===== config.mk =====
export PLATFORM = sky130hd
export DESIGN_NAME = hbd_front
export DESIGN_NICKNAME = d
export VERILOG_FILES = /design/src/hdl/hbd_pkg.sv /design/src/hdl/hbd_fifo.sv /design/src/hdl/hbd_front.sv
export SDC_FILE = /design/constraint.sdc
export NUM_CORES = 1
export LEC_CHECK = 0
export BUFFER_PORTS_ARGS = -buffer_cell sky130_fd_sc_hd__buf_2
export CAP_MARGIN = 5
export CORE_ASPECT_RATIO = 1.5
export CORE_MARGIN = 2
export CORE_UTILIZATION = 43
export CTS_CLUSTER_DIAMETER = 50
export DETAILED_ROUTE_END_ITERATION = 8
export PLACE_DENSITY = 0.71
export REMOVE_ABC_BUFFERS = 1
export SYNTH_ARGS = -nofsm -noshare
export SYNTH_HDL_FRONTEND = slang
export SYNTH_HIERARCHICAL = 1
export SYNTH_SLANG_ARGS = --single-unit

===== constraint.sdc =====
create_clock -name i_clk -period 3.4 [get_ports i_clk]
set_input_delay 0.68 -clock i_clk [delete_from_list [all_inputs] [get_ports i_clk]]
set_output_delay 0.68 -clock i_clk [all_outputs]
set_load 0.01 [all_outputs]

===== src/hdl/hbd_pkg.sv =====
// Shared types and constants of the prefix-code bitstream decoder.
// Used by hbd_front, hbd_back and the top level; depends on nothing.
package hbd_pkg;

    localparam int DEF_TABLE_DEPTH  = 256;
    localparam int DEF_MAX_CODE_LEN = 32;
    localparam int BYTE_BITS        = 8;
    localparam int TOP_BIT          = 7;
    localparam int IN_QUEUE_DEPTH   = 2;
    localparam int OUT_QUEUE_DEPTH  = 4;
    localparam int RESULT_BITS      = 10;

    typedef enum logic [1:0] {
        CMD_CLEAR  = 2'd0,
        CMD_LOAD   = 2'd1,
        CMD_START  = 2'd2,
        CMD_DECODE = 2'd3
    } t_cmd;

    typedef enum logic [2:0] {
        ST_IDLE,
        ST_SHIFT,
        ST_SEARCH,
        ST_EMIT,
        ST_FLUSH
    } t_state;

    // One classified input word as it waits for the engine
    typedef struct packed {
        t_cmd        cmd;
        logic        len_ok;
        logic [5:0]  len;
        logic [31:0] bits;
        logic [7:0]  sym;
        logic [7:0]  data;
        logic [3:0]  nbits;
    } t_item;

endpackage


===== src/hdl/hbd_fifo.sv =====
// Small register queue used on the input and result sides.
// Standalone; no package needed.
module hbd_fifo #(
    parameter int WIDTH = 8,
    parameter int DEPTH = 4
) (
    input  logic             i_clk,
    input  logic             i_rst_n,
    input  logic             i_push,
    input  logic [WIDTH-1:0] i_data,
    output logic             o_full,
    input  logic             i_pop,
    output logic             o_empty,
    output logic [WIDTH-1:0] o_data
);
    localparam int PW = (DEPTH > 1) ? $clog2(DEPTH) : 1;
    localparam int CW = $clog2(DEPTH + 1);

    logic [WIDTH-1:0] r_mem [DEPTH];
    logic [PW-1:0]    r_wr, r_rd;
    logic [CW-1:0]    r_cnt;
    logic             do_push, do_pop;

    assign o_full  = (r_cnt == CW'(DEPTH));
    assign o_empty = (r_cnt == '0);
    assign do_push = i_push && !o_full;
    assign do_pop  = i_pop && !o_empty;
    assign o_data  = r_mem[r_rd];

    // Advance pointers and occupancy
    always_ff @(posedge i_clk) begin
        if (!i_rst_n) begin
            r_wr  <= '0;
            r_rd  <= '0;
            r_cnt <= '0;
        end else begin
            if (do_push) begin
                r_wr <= (r_wr == PW'(DEPTH - 1)) ? '0 : r_wr + 1'b1;
            end
            if (do_pop) begin
                r_rd <= (r_rd == PW'(DEPTH - 1)) ? '0 : r_rd + 1'b1;
            end
            if (do_push && !do_pop) begin
                r_cnt <= r_cnt + 1'b1;
            end else if (do_pop && !do_push) begin
                r_cnt <= r_cnt - 1'b1;
            end
        end
    end

    // Store the word
    always_ff @(posedge i_clk) begin
        if (do_push) begin
            r_mem[r_wr] <= i_data;
        end
    end
endmodule


===== src/hdl/hbd_front.sv =====
// Front end: classifies each input word and queues it for the engine.
// Depends on hbd_pkg and hbd_fifo.
module hbd_front #(
    parameter int MAX_CODE_LEN = hbd_pkg::DEF_MAX_CODE_LEN
) (
    input  logic          i_clk,
    input  logic          i_rst_n,
    input  logic          i_push,
    output logic          o_full,
    input  logic [1:0]    i_command,
    input  logic [5:0]    i_code_length,
    input  logic [31:0]   i_code_bits,
    input  logic [7:0]    i_symbol_in,
    input  logic [7:0]    i_data_byte,
    input  logic [3:0]    i_valid_bits,
    input  logic          i_pop,
    output logic          o_avail,
    output hbd_pkg::t_item o_item
);
    hbd_pkg::t_item item;
    logic           q_empty;
    logic [$bits(hbd_pkg::t_item)-1:0] q_out;

    // Classify: length check and bit count clamp
    always_comb begin
        item.cmd    = hbd_pkg::t_cmd'(i_command);
        item.len_ok = (i_code_length != 6'd0) && (32'(i_code_length) <= MAX_CODE_LEN);
        item.len    = i_code_length;
        item.bits   = i_code_bits;
        item.sym    = i_symbol_in;
        item.data   = i_data_byte;
        item.nbits  = (i_valid_bits > 4'(hbd_pkg::BYTE_BITS)) ?
                      4'(hbd_pkg::BYTE_BITS) : i_valid_bits;
    end

    hbd_fifo #(
        .WIDTH ($bits(hbd_pkg::t_item)),
        .DEPTH (hbd_pkg::IN_QUEUE_DEPTH)
    ) u_queue (
        .i_clk   (i_clk),
        .i_rst_n (i_rst_n),
        .i_push  (i_push),
        .i_data  (item),
        .o_full  (o_full),
        .i_pop   (i_pop),
        .o_empty (q_empty),
        .o_data  (q_out)
    );

    assign o_avail = !q_empty;
    assign o_item  = hbd_pkg::t_item'(q_out);
endmodule


==> metrics <==
hold path start=i_code_bits[13]; Cell Area, Synth=4670 um2; die height=132 um; Yosys warning total=6; Worst R2R Start=u_queue/r_cnt[0]$_SDFFE_PN0P_; Rows=46; Place WS=1.09 ns; clk buf depth=2; CORE AREA=10,600 um2; cts hold-fix bufs=0; I/O pin count=127; Worst-Margin Slew=0.835 ns; RSZ-0062 raised after global routing=false; CP Max Fanout=33; Placer Congestion=0.712; Post-Syn Area per Cell=20.9 um2; CP Capture Type=output pin; Global Route Usage Sum=15.7%; relative slew slack=44.3%; first-pass GRT wire length=13,200 um; Req. time, crit path=2.72 ns; type of origin of the critical path=flip-flop; share of post-route cells with drive strength above 1=59.6%; via/cell ratio=4.68; vias in the first global route=2,756; Synth Area in Compound Gates=0.697%; die width=89.1 um; fin. max-slew vios=0; Adder-Cell Fraction of Synth Area=0.268%; largest family of logic cells by synthesized area=multiplexers; minimum clock period=2.70 ns; CTS tree=done; CTS H-Tree Depth=4; outcome=finished clean; most frequent cells in the layout=buf_2, edfxtp_1, mux2_2; Pleak=2.33 nW; die area=11,700 um2; simple-gate area share of the yosys netlist=1.82%; power per standard cell area=838 nW/um2; synthesized netlist cell count=223; post_cts resized=0; number of failing hold endpoints at the final stage=0; root cell of the clock tree=clkbuf_16; fin util=58.4%; crit path kind=flip-flop to output pin; WP data arrival=2.02 ns; worst-skew pair later-pin latency=0.41 ns; area growth from synthesis to layout=32.5%; post-route ant nets=0; Seq. cell area=3760 um2; detailed-placement wirelength estimate=5560 um; Fmax achieved=0.371 GHz; Yosys reg bits=127; Layout Skew=0.00640 ns; CTS sink cnt=127; DR iter-0 viols=139; wire per inst=16.2 um; Detailed Route WL=8460 um; sequential-to-total area share from yosys stat=80.7%; Final Cycle Share=79.3%; Hold/Removal Path Class=primary input to flip-flop; via count=2,448; initial antenna violation count=4; setup repair bufs after CTS=0; Worst-path clk slew=0.06 ns; Max-Cap Viols=0; setup ws final=0.702 ns; maximum vdd ir drop=593 uV; Nets=428; setup_tns=0 ns; area of the multi-input gates=860 um2; Netlist cell types=23; mux share of post-synthesis cell area=14.7%; largest net degree at the start of global routing=62; Starting Density=44.1%; total grt overflow=0; port bufs=126; DRC violations left=0; most common cell after layout, fill and taps aside=buf_2; CTS buffer count=17; FILL cells=874; xor/xnor share of the synthesized area=0.751%; drt pass-1 iters=4; Overall Power=5.18 mW; # setup viols final=0
kinds of logic after synthesis:
family	after synthesis
flops	127
fa+ha+maj	1
simple gates	14
buf+inv	11
mux	61
xor+xnor	4
compound gates	5
worst paths after layout:
check / cells after the start / slack [ns] / to
worst max-delay path: 3 / 0.70 / o_item[13]
worst min-delay path: 1 / 0.46 / u_queue/r_mem[1][33]$_DFFE_PP_
worst min register to register: 2 / 0.53 / u_queue/r_cnt[1]$_SDFFE_PN0P_
worst max register to register: 4 / 1.53 / u_queue/r_mem[0][27]$_DFFE_PP_
synth_stat cells:
library cell	instances	area share, %
edfxtp_1	122	79
mux2_2	61	15
buf_2	7	0.75
dfxtp_1	5	2.1
and2_1	3	0.40
nor2_1	3	0.24
nor2b_1	3	0.40
xnor2_1	3	0.56
inv_1	2	0.16
a21boi_0	1	0.16
a21boi_1	1	0.16
and3_1	1	0.13
clkbuf_1	1	0.080
ha_1	1	0.27
inv_2	1	0.080
nand2b_1	1	0.13
nor3_2	1	0.21
o21a_1	1	0.16
o21ai_0	1	0.11
o21ai_1	1	0.11
or3_1	1	0.13
or4_1	1	0.16
xor2_1	1	0.19
metrics by stage:
stage | hold slack, ns | std cells | instance area, um2
2_1_floorplan | 0.483 | 215 | 4630
5_1_grt | 0.436 | 521 | 6180
3_5_place_dp | 0.529 | 488 | 5480
6_report | 0.460 | 523 | 6180
3_3_place_gp | 0.498 | 488 | 5480
4_1_cts | 0.437 | 520 | 6170
critical path, stage by stage, from the launching register on:
cell and delay (ns):
dfxtp_2 0.78, buf_12 0.30, mux2_2 0.37, buf_2 0.14
per-layer routing:
layer | vias up | track usage [%] | wire length, um | part of all wire, %
met5 | - | 0 | 14 | 0.17
met3 | 22 | 6.91 | 504 | 6.0
met2 | 70 | 28.3 | 4830 | 57
met1 | 1193 | 13.5 | 2830 | 33
li1 | 1161 | - | - | -
met4 | 2 | 9.12 | 276 | 3.3
area by class of cell:
type | count | area share [%]
Antenna cell | 3 | 0.121
Clock buffer | 18 | 6.94
Clock inverter | 14 | 4.25
Inverter | 3 | 0.182
Multi-Input combinational cell | 85 | 13.9
Sequential cell | 127 | 60.9
Tap cell | 144 | 2.91
Timing Repair Buffer | 129 | 10.8
registers in the layout (all words and copies together), names as in the netlist, named ones only:
| signal | count |
|---|---|
| u_queue/r_wr | 1 |
| u_queue/r_cnt | 2 |
| u_queue/r_mem | 122 |
| u_queue/r_rd | 1 |
power by group:
group	internal [mW]	total, mW	switching (mW)
registers	1.97	2.08	0.106
clock network	1.45	2.08	0.633
logic	0.501	1.02	0.518
No activity file was read; power rests on OpenSTA's default activity.
