### src/hdl/hbd_fifo.sv
// Small register queue used on the input and result sides.
// Standalone; no package needed.
module hbd_fifo #(
    parameter int WIDTH = 8,
    parameter int DEPTH = 4
) (
    input  logic             i_clk,
    input  logic             i_rst_n,
    input  logic             i_push,
    input  logic [WIDTH-1:0] i_data,
    output logic             o_full,
    input  logic             i_pop,
    output logic             o_empty,
    output logic [WIDTH-1:0] o_data
);
    localparam int PW = (DEPTH > 1) ? $clog2(DEPTH) : 1;
    localparam int CW = $clog2(DEPTH + 1);

    logic [WIDTH-1:0] r_mem [DEPTH];
    logic [PW-1:0]    r_wr, r_rd;
    logic [CW-1:0]    r_cnt;
    logic             do_push, do_pop;

    assign o_full  = (r_cnt == CW'(DEPTH));
    assign o_empty = (r_cnt == '0);
    assign do_push = i_push && !o_full;
    assign do_pop  = i_pop && !o_empty;
    assign o_data  = r_mem[r_rd];

    // Advance pointers and occupancy
    always_ff @(posedge i_clk) begin
        if (!i_rst_n) begin
            r_wr  <= '0;
            r_rd  <= '0;
            r_cnt <= '0;
        end else begin
            if (do_push) begin
                r_wr <= (r_wr == PW'(DEPTH - 1)) ? '0 : r_wr + 1'b1;
            end
            if (do_pop) begin
                r_rd <= (r_rd == PW'(DEPTH - 1)) ? '0 : r_rd + 1'b1;
            end
            if (do_push && !do_pop) begin
                r_cnt <= r_cnt + 1'b1;
            end else if (do_pop && !do_push) begin
                r_cnt <= r_cnt - 1'b1;
            end
        end
    end

    // Store the word
    always_ff @(posedge i_clk) begin
        if (do_push) begin
            r_mem[r_wr] <= i_data;
        end
    end
endmodule

### config.mk
export PLATFORM = sky130hd
export DESIGN_NAME = hbd_fifo
export DESIGN_NICKNAME = d
export VERILOG_FILES = /design/src/hdl/hbd_fifo.sv
export SDC_FILE = /design/constraint.sdc
export NUM_CORES = 1
export LEC_CHECK = 0
export BUFFER_PORTS_ARGS = -buffer_cell sky130_fd_sc_hd__buf_2
export CORE_UTILIZATION = 25
export DETAILED_ROUTE_END_ITERATION = 8
export PLACE_DENSITY = 0.52
export SYNTH_ARGS = -nofsm -noshare
export SYNTH_HDL_FRONTEND = slang
export SYNTH_SLANG_ARGS = --single-unit
### constraint.sdc
create_clock -name i_clk -period 2.08 [get_ports i_clk]
set_clock_uncertainty 0.2 [all_clocks]
set_input_delay 0.416 -clock i_clk [delete_from_list [all_inputs] [get_ports i_clk]]
set_output_delay 0.416 -clock i_clk [all_outputs]
set_load 0.1 [all_outputs]
==> results.md, run 1 <==
* Share of layout cells above drive strength 1 at 0.481
* H-tree levels at 2
* GP Congestion at 0.757
* Grt total ovfl at 0
* Number of CTS-inserted buffers at 5
* VDD IR max at approximately 0.98 mV
* Vias in the first global route at about 930
* R2R Setup Slk at -30 ps
* Slew @ Worst Pin at between 400 and 500 ps
* Antenna violations before repair at 0
* Syn nets at 112
* Initial Util at 0.258
* Synth Instances at just over 90
* Crit Path Max Fanout at 3
* Largest net degree at the start of global routing at 14
* Max_slew headroom at 0.678
* Die area at 0.00685 mm2
* CTS Buffer Depth at 2
* Commonest cells in the netlist: 32 x edfxtp_1, 9 x dfxtp_1, 8 x mux4_2
* Critical path's slowest cell: fa_2
* Synth Flop Type: edfxtp_1
* Area delta synth->final at 30.9%
* Number of synthesized flops with an enable pin at 32
* Critical Path Source: r_cnt[2]$_SDFFE_PN0P_
* Critical Path AT at 2130 ps
* Pleak at 0.773 nW
* Clock latency on the worst-skew pair at 280 ps
* Placed cell area at 0.00195 mm2
* Critical path launch point type: flip-flop
* DRC at 0
* Count leader, synth: edfxtp_1
* Final period util at 1.02
* Placed Cells at between 150 and 200
* Post-DP HPWL at about 2000 um
* Synth cell types at 23
* Ys async rst share at 0
* Die W at 82.8 um
* Critical path cell sequence: nor3b_4 -> nor2b_2 -> ha_4 -> inv_2 -> fa_2 -> xor2_1 -> or3_1 -> a21boi_1
* Final min period at about 2100 ps
* Share of the synthesized area in the top cell type at 0.589
* Vias per std cell at around 4.3
* Vias at ~880
* Final Slew Violations at 0
* FP Rows at 29
* Ports at 22
* R2r endpoint: r_cnt[2]$_SDFFE_PN0P_
* Nets at 147
* WS Path Type: flip-flop to flip-flop
* Reg clk slew, reported paths at about 80 ps
* Post-synth top area cell: edfxtp_1
* First-pass GRT wire length at 4650 um
* Synthesized cell area at roughly 0.0016 mm2
* Status: finished, violations left
* Avg Cell Area, Syn at 17.5 um2
* Seq/Total Area, Yosys at 0.700
* Hold Path Class: input pin to flip-flop
* Final setup violating endpoints at 9
* F_max at 473 MHz
* Setup crit end kind: flip-flop
* Core Util, Final at 0.338
* Iter 0 DRT Violations at 25
* Max-cap violations at 0
* Violated checks: negative setup slack
* Final Worst Setup Slack at -33.3 ps
* RSZ-0062 raised after global routing: true
* Total track usage at 0.0984
* Final Hold Viols at 0
* Final ANT Viol Nets at 0
* WP data required at 2090 ps
* IO Port Bufs at 21
* CTS tree: yes
* Die Span Y at 82.8 um
* Endpoint of the worst setup timing path: r_cnt[2]$_SDFFE_PN0P_
* TNS Setup at -89.2 ps
* CP max stage delay at approximately 370 ps
* Post-route cell area at 0.00213 mm2
* Drt first pass iters at 5
* Worst-case reg-to-reg path depth at 8
* CTS sink count at 41
* Non-Filler Instances at between 200 and 250
* Cell family with most CP delay: simple AND/OR/NAND/NOR gates
* Root buffer cell: clkbuf_8
* Worst path depth at 8
* Yosys reg bits at 41
* Power Dens Cells at 1490 mW/mm2
* Synth top area cells: edfxtp_1 59%, dfxtp_1 11%, mux4_2 11%
* Yosys warns at 0
* CP bufs+invs at 1
* Total wire length at 2910 um
* Critical R2R Launch: r_cnt[2]$_SDFFE_PN0P_
* Routed len/inst at 14.1 um
* Core area at 0.00631 mm2
* # diodes at 0
-- stage by stage --
step | setup slack [ps] | power, mW | hold slack, ps
after floorplan | -565 | 2.15 | 268
after global placement | -142 | 2.43 | 283
after CTS | -41.9 | 3.21 | 136
final | -33.3 | 3.18 | 149
after global routing | -152 | 3.34 | 136
after detailed placement | -239 | 2.47 | 314
-- registers in the layout (all words and copies together) (netlist names), named ones only --
register,count
r_cnt,3
r_mem,32
r_rd,2
r_wr,2
-- cell type report --
class                   count  area [um2]
inverters                   3        11.3
clock inverters             2        35.0
clock buffers               6        72.6
fillers                   623        4180
flip-flops and latches     41        1150
repair buffers             32         259
well taps                  77        96.3
multi-input cells          45         508
-- worst min path at each step --
| stage | start | to | slack, ps | cells past startpoint |
|---|---|---|---|---|
| after floorplan | r_wr[1]$_SDFFE_PN0P_ | r_wr[1]$_SDFFE_PN0P_ | 270 | 2 |
| after global routing | i_data[4] | r_mem[0][4]$_DFFE_PP_ | 140 | 1 |
| after detailed placement | r_wr[1]$_SDFFE_PN0P_ | r_wr[1]$_SDFFE_PN0P_ | 310 | 2 |
| after global placement | r_wr[1]$_SDFFE_PN0P_ | r_wr[1]$_SDFFE_PN0P_ | 280 | 2 |
| after CTS | i_data[1] | r_mem[0][1]$_DFFE_PP_ | 140 | 1 |
| final | i_data[4] | r_mem[0][4]$_DFFE_PP_ | 150 | 1 |
-- layer usage --
metal / vias to the layer above / routed length [um] / GRT usage / share of wire
li1: 415 / - / - / -
met2: 20 / 1530 / 0.183 / 0.52
met5: - / 0 / 0 / 0
met1: 442 / 1230 / 0.102 / 0.42
met3: 5 / 126 / 0.0363 / 0.043
met4: 0 / 35 / 0.0310 / 0.012
-- cell usage in the layout (no fill, tap or decap), types with 3 or more instances in the layout --
cell and instances:
ha_1 5, edfxtp_1 32, buf_4 10, clkbuf_8 5, mux4_2 8, buf_2 13, o21ai_0 3, buf_6 7
mux2i_1 3, and2_2 4, dfxtp_1 5, nand2_1 6
-- logic make-up (layout without fill, tap and decap cells) --
group | Yosys count | in the layout | synth area share
compound gates | 5 | 5 | 0.0184
xor+xnor | 2 | 2 | 0.0107
fa+ha+maj | 7 | 7 | 0.0583
buf+inv | 7 | 43 | 0.0176
flops | 41 | 41 | 0.700
mux | 11 | 11 | 0.129
simple gates | 20 | 20 | 0.0660
-- power breakdown --
group | switching (mW) | internal, mW
registers | 0.0786 | 1.02
logic | 0.957 | 0.513
clock network | 0.258 | 0.356
-- what timing repair did --
action,4_1_cts,5_1_grt
hold buffers,0,0
hold endpoints to repair,0,0
setup buffers,0,2
pin swaps,1,2
gates resized for setup,19,0
setup endpoints to repair,10,9
(Power assumes the default switching activity.)
==> run 2: changes to the inputs <==
CORE_UTILIZATION = 49   (was 25)
HOLD_SLACK_MARGIN = 0.1   (was default)
PLACE_DENSITY = 0.81   (was 0.52)
==> results.md, run 2 (synthesis gave the netlist of run 1 again) <==
* Worst-case reg-to-reg path depth at 8 (unchanged)
* Top Registers: r_mem (32), r_cnt (3)
* Final ANT Viol Nets at 0 (unchanged)
* Largest net degree at the start of global routing at 14 (unchanged)
* CTS sink count at 41 (unchanged)
* Grt total ovfl at 0 (unchanged)
* Clock power share at 0.127 (-0.066)
* Post-DP HPWL at 1850 um (-7.6%)
* Final Slew Violations at 0 (unchanged)
* Drt first pass iters at 4 (-1)
* Power Dens Cells at 1410 mW/mm2 (-5.5%)
* Reg power frac at 0.369 (+0.024)
* Total wire length at 2810 um (-3.4%)
* First-pass GRT wire length at 4430 um (-4.8%)
* Commonest non-fill, non-tap cell in the layout: edfxtp_1
* Non-Filler Instances at 180 (-13%)
* GP Congestion at 0.725 (-4.2%)
* IO Port Bufs at 21 (unchanged)
* Final min period at 2210 ps (+101 ps)
* Core Util, Final at 0.685 (+0.347)
* Final setup violating endpoints at 9 (unchanged)
* Clock latency on the worst-skew pair at 350 ps (+70 ps)
* Ports at 22 (unchanged)
* Die area at 0.00356 mm2 (-48%)
* Vias per std cell at 5.03 (+18%)
* CTS tree: yes
* Final period util at 1.06 (+0.0484)
* Violated checks: negative setup slack
* Slew @ Worst Pin at 486 ps (-0.601 ps)
* Core area at 0.00310 mm2 (-51%)
* FP Rows at 20 (-31%)
* Max-cap violations at 0 (unchanged)
* H-tree levels at 2 (unchanged)
* Die Span Y at 59.7 um (-28%)
* Vias at 906 (+2.7%)
* Final Hold Viols at 0 (unchanged)
* Status: finished, violations left
* WHS Endpoint: r_wr[0]$_SDFFE_PN0P_
* # fillers at 213 (-66%)
* Most frequent cells in the layout: 32 x edfxtp_1, 12 x buf_2, 9 x buf_4, 8 x mux4_2, 8 x dlygate4sd3_1
* Critical Path AT at 2290 ps (+160 ps)
* VDD IR max at 0.621 mV (-37%)
* R2R Setup Slk at -130 ps (-100 ps)
* Iter 0 DRT Violations at 27 (+8.0%)
* Antenna violations before repair at 0 (unchanged)
* Switching part of the total at 0.435 (+0.0288)
* Sw power at 1.30 mW (+0.83%)
* Hold path start: i_rst_n
* Setup crit end kind: flip-flop
* WP data required at 2160 ps (+70 ps)
* Max reg flops at 32 (unchanged)
* Placed Cells at 162 (-17%)
* Max_slew headroom at 0.678 (about the same)
* Hold Path Class: input pin to flip-flop
* Share of layout cells above drive strength 1 at 0.456 (-0.0247)
* Most flop-heavy register: r_mem
* Total track usage at 0.188 (+0.0894)
* Critical R2R Launch: r_cnt[2]$_SDFFE_PN0P_
* Hold_ws at 201 ps (+52.0 ps)
* P_int at 1.69 mW (-10%)
* # diodes at 0 (unchanged)
* Comb pwr share at 0.504 (+0.042)
* CTS Buffer Depth at 2 (unchanged)
* Vias in the first global route at 982 (+5.1%)
* Reg clk slew, reported paths at 120 ps (+40 ps)
* Initial Util at 0.525 (+0.267)
* Critical path launch point type: flip-flop
* Final Worst Setup Slack at -134 ps (-101 ps)
* Worst hold stages at 3 (+2)
* Nets at 154 (+4.8%)
* F_max at 452 MHz (-4.5%)
* Pleak at 0.781 nW (+1.1%)
* R2r endpoint: r_cnt[2]$_SDFFE_PN0P_
* Number of CTS-inserted buffers at 5 (unchanged)
* RSZ-0062 raised after global routing: true
* WS Path Type: flip-flop to flip-flop
* Die W at 59.7 um (-28%)
* Root buffer cell: clkbuf_4
* DRC at 0 (unchanged)
* Area delta synth->final at 30.3%
* Crit Path Max Fanout at 5 (+2)
* Routed len/inst at 15.6 um (+11%)
-- run 2: metrics by stage --
| step | worst slack [ps] | TNS [ps] | total power, mW | area, um2 |
|---|---|---|---|---|
| finish | -134 | -827 | 3.00 | 2120 |
| global route | -197 | -1370 | 3.13 | 2120 |
| CTS | -126 | -990 | 2.96 | 2090 |
| detailed placement | -290 | -290 | 2.41 | 1870 |
| global placement | -129 | -129 | 2.36 | 1870 |
| floorplan | -565 | -5760 | 2.15 | 1670 |
-- run 2: power by group through the flow --
stage	clock [mW]	combinational (mW)	sequential (mW)
after floorplan	0	1.06	1.09
after global placement	0	1.26	1.10
after detailed placement	0	1.30	1.11
after CTS	0.392	1.47	1.11
after global routing	0.423	1.58	1.12
final	0.380	1.51	1.11
-- run 2: how the worst max path moves through the flow --
stage | from | end | slack [ps] | depth (start not counted)
2_1_floorplan | r_cnt[0]$_SDFFE_PN0P_ | r_cnt[2]$_SDFFE_PN0P_ | -570 | 9
3_3_place_gp | r_cnt[1]$_SDFFE_PN0P_ | r_cnt[2]$_SDFFE_PN0P_ | -130 | 7
3_5_place_dp | r_cnt[1]$_SDFFE_PN0P_ | r_cnt[2]$_SDFFE_PN0P_ | -290 | 7
4_1_cts | flip-flop | o_data[2] | -130 | 3
5_1_grt | r_cnt[2]$_SDFFE_PN0P_ | r_cnt[2]$_SDFFE_PN0P_ | -200 | 8
6_report | r_cnt[2]$_SDFFE_PN0P_ | r_cnt[2]$_SDFFE_PN0P_ | -130 | 8
-- run 2: cell type report --
| class | count | area, um2 | area share |
|---|---|---|---|
| clock buffers | 5 | 37.5 | 0.0177 |
| clock inverters | 3 | 17.5 | 0.00824 |
| inverters | 3 | 11.3 | 0.00530 |
| multi-input cells | 45 | 508 | 0.239 |
| flip-flops and latches | 41 | 1150 | 0.543 |
| well taps | 44 | 55.1 | 0.0259 |
| repair buffers | 39 | 342 | 0.161 |
-- run 2: critical path: stages, from the launching register on --
cell      delay [ps]
dfxtp_4          390
nor3b_4          160
nor2b_2          190
ha_4             160
inv_2             40
fa_2             360
xor2_1           170
or3_1            320
a21boi_1         170
-- run 2: routing by layer --
layer	share of wire	up-vias	GRT usage
li1	-	430	-
met1	0.40	454	0.206
met2	0.54	16	0.319
met3	0.032	6	0.0649
met4	0.021	0	0.0997
met5	0	-	0
-- run 2: what timing repair did --
action | in CTS | in global routing
cloned | 0 | 0
buffers inserted | 0 | 2
hold endpoints to repair | 32 | 0
pin swaps | 1 | 4
endpoints found under the setup margin | 11 | 10
gates resized for setup | 26 | 4
hold buffers | 8 | 0
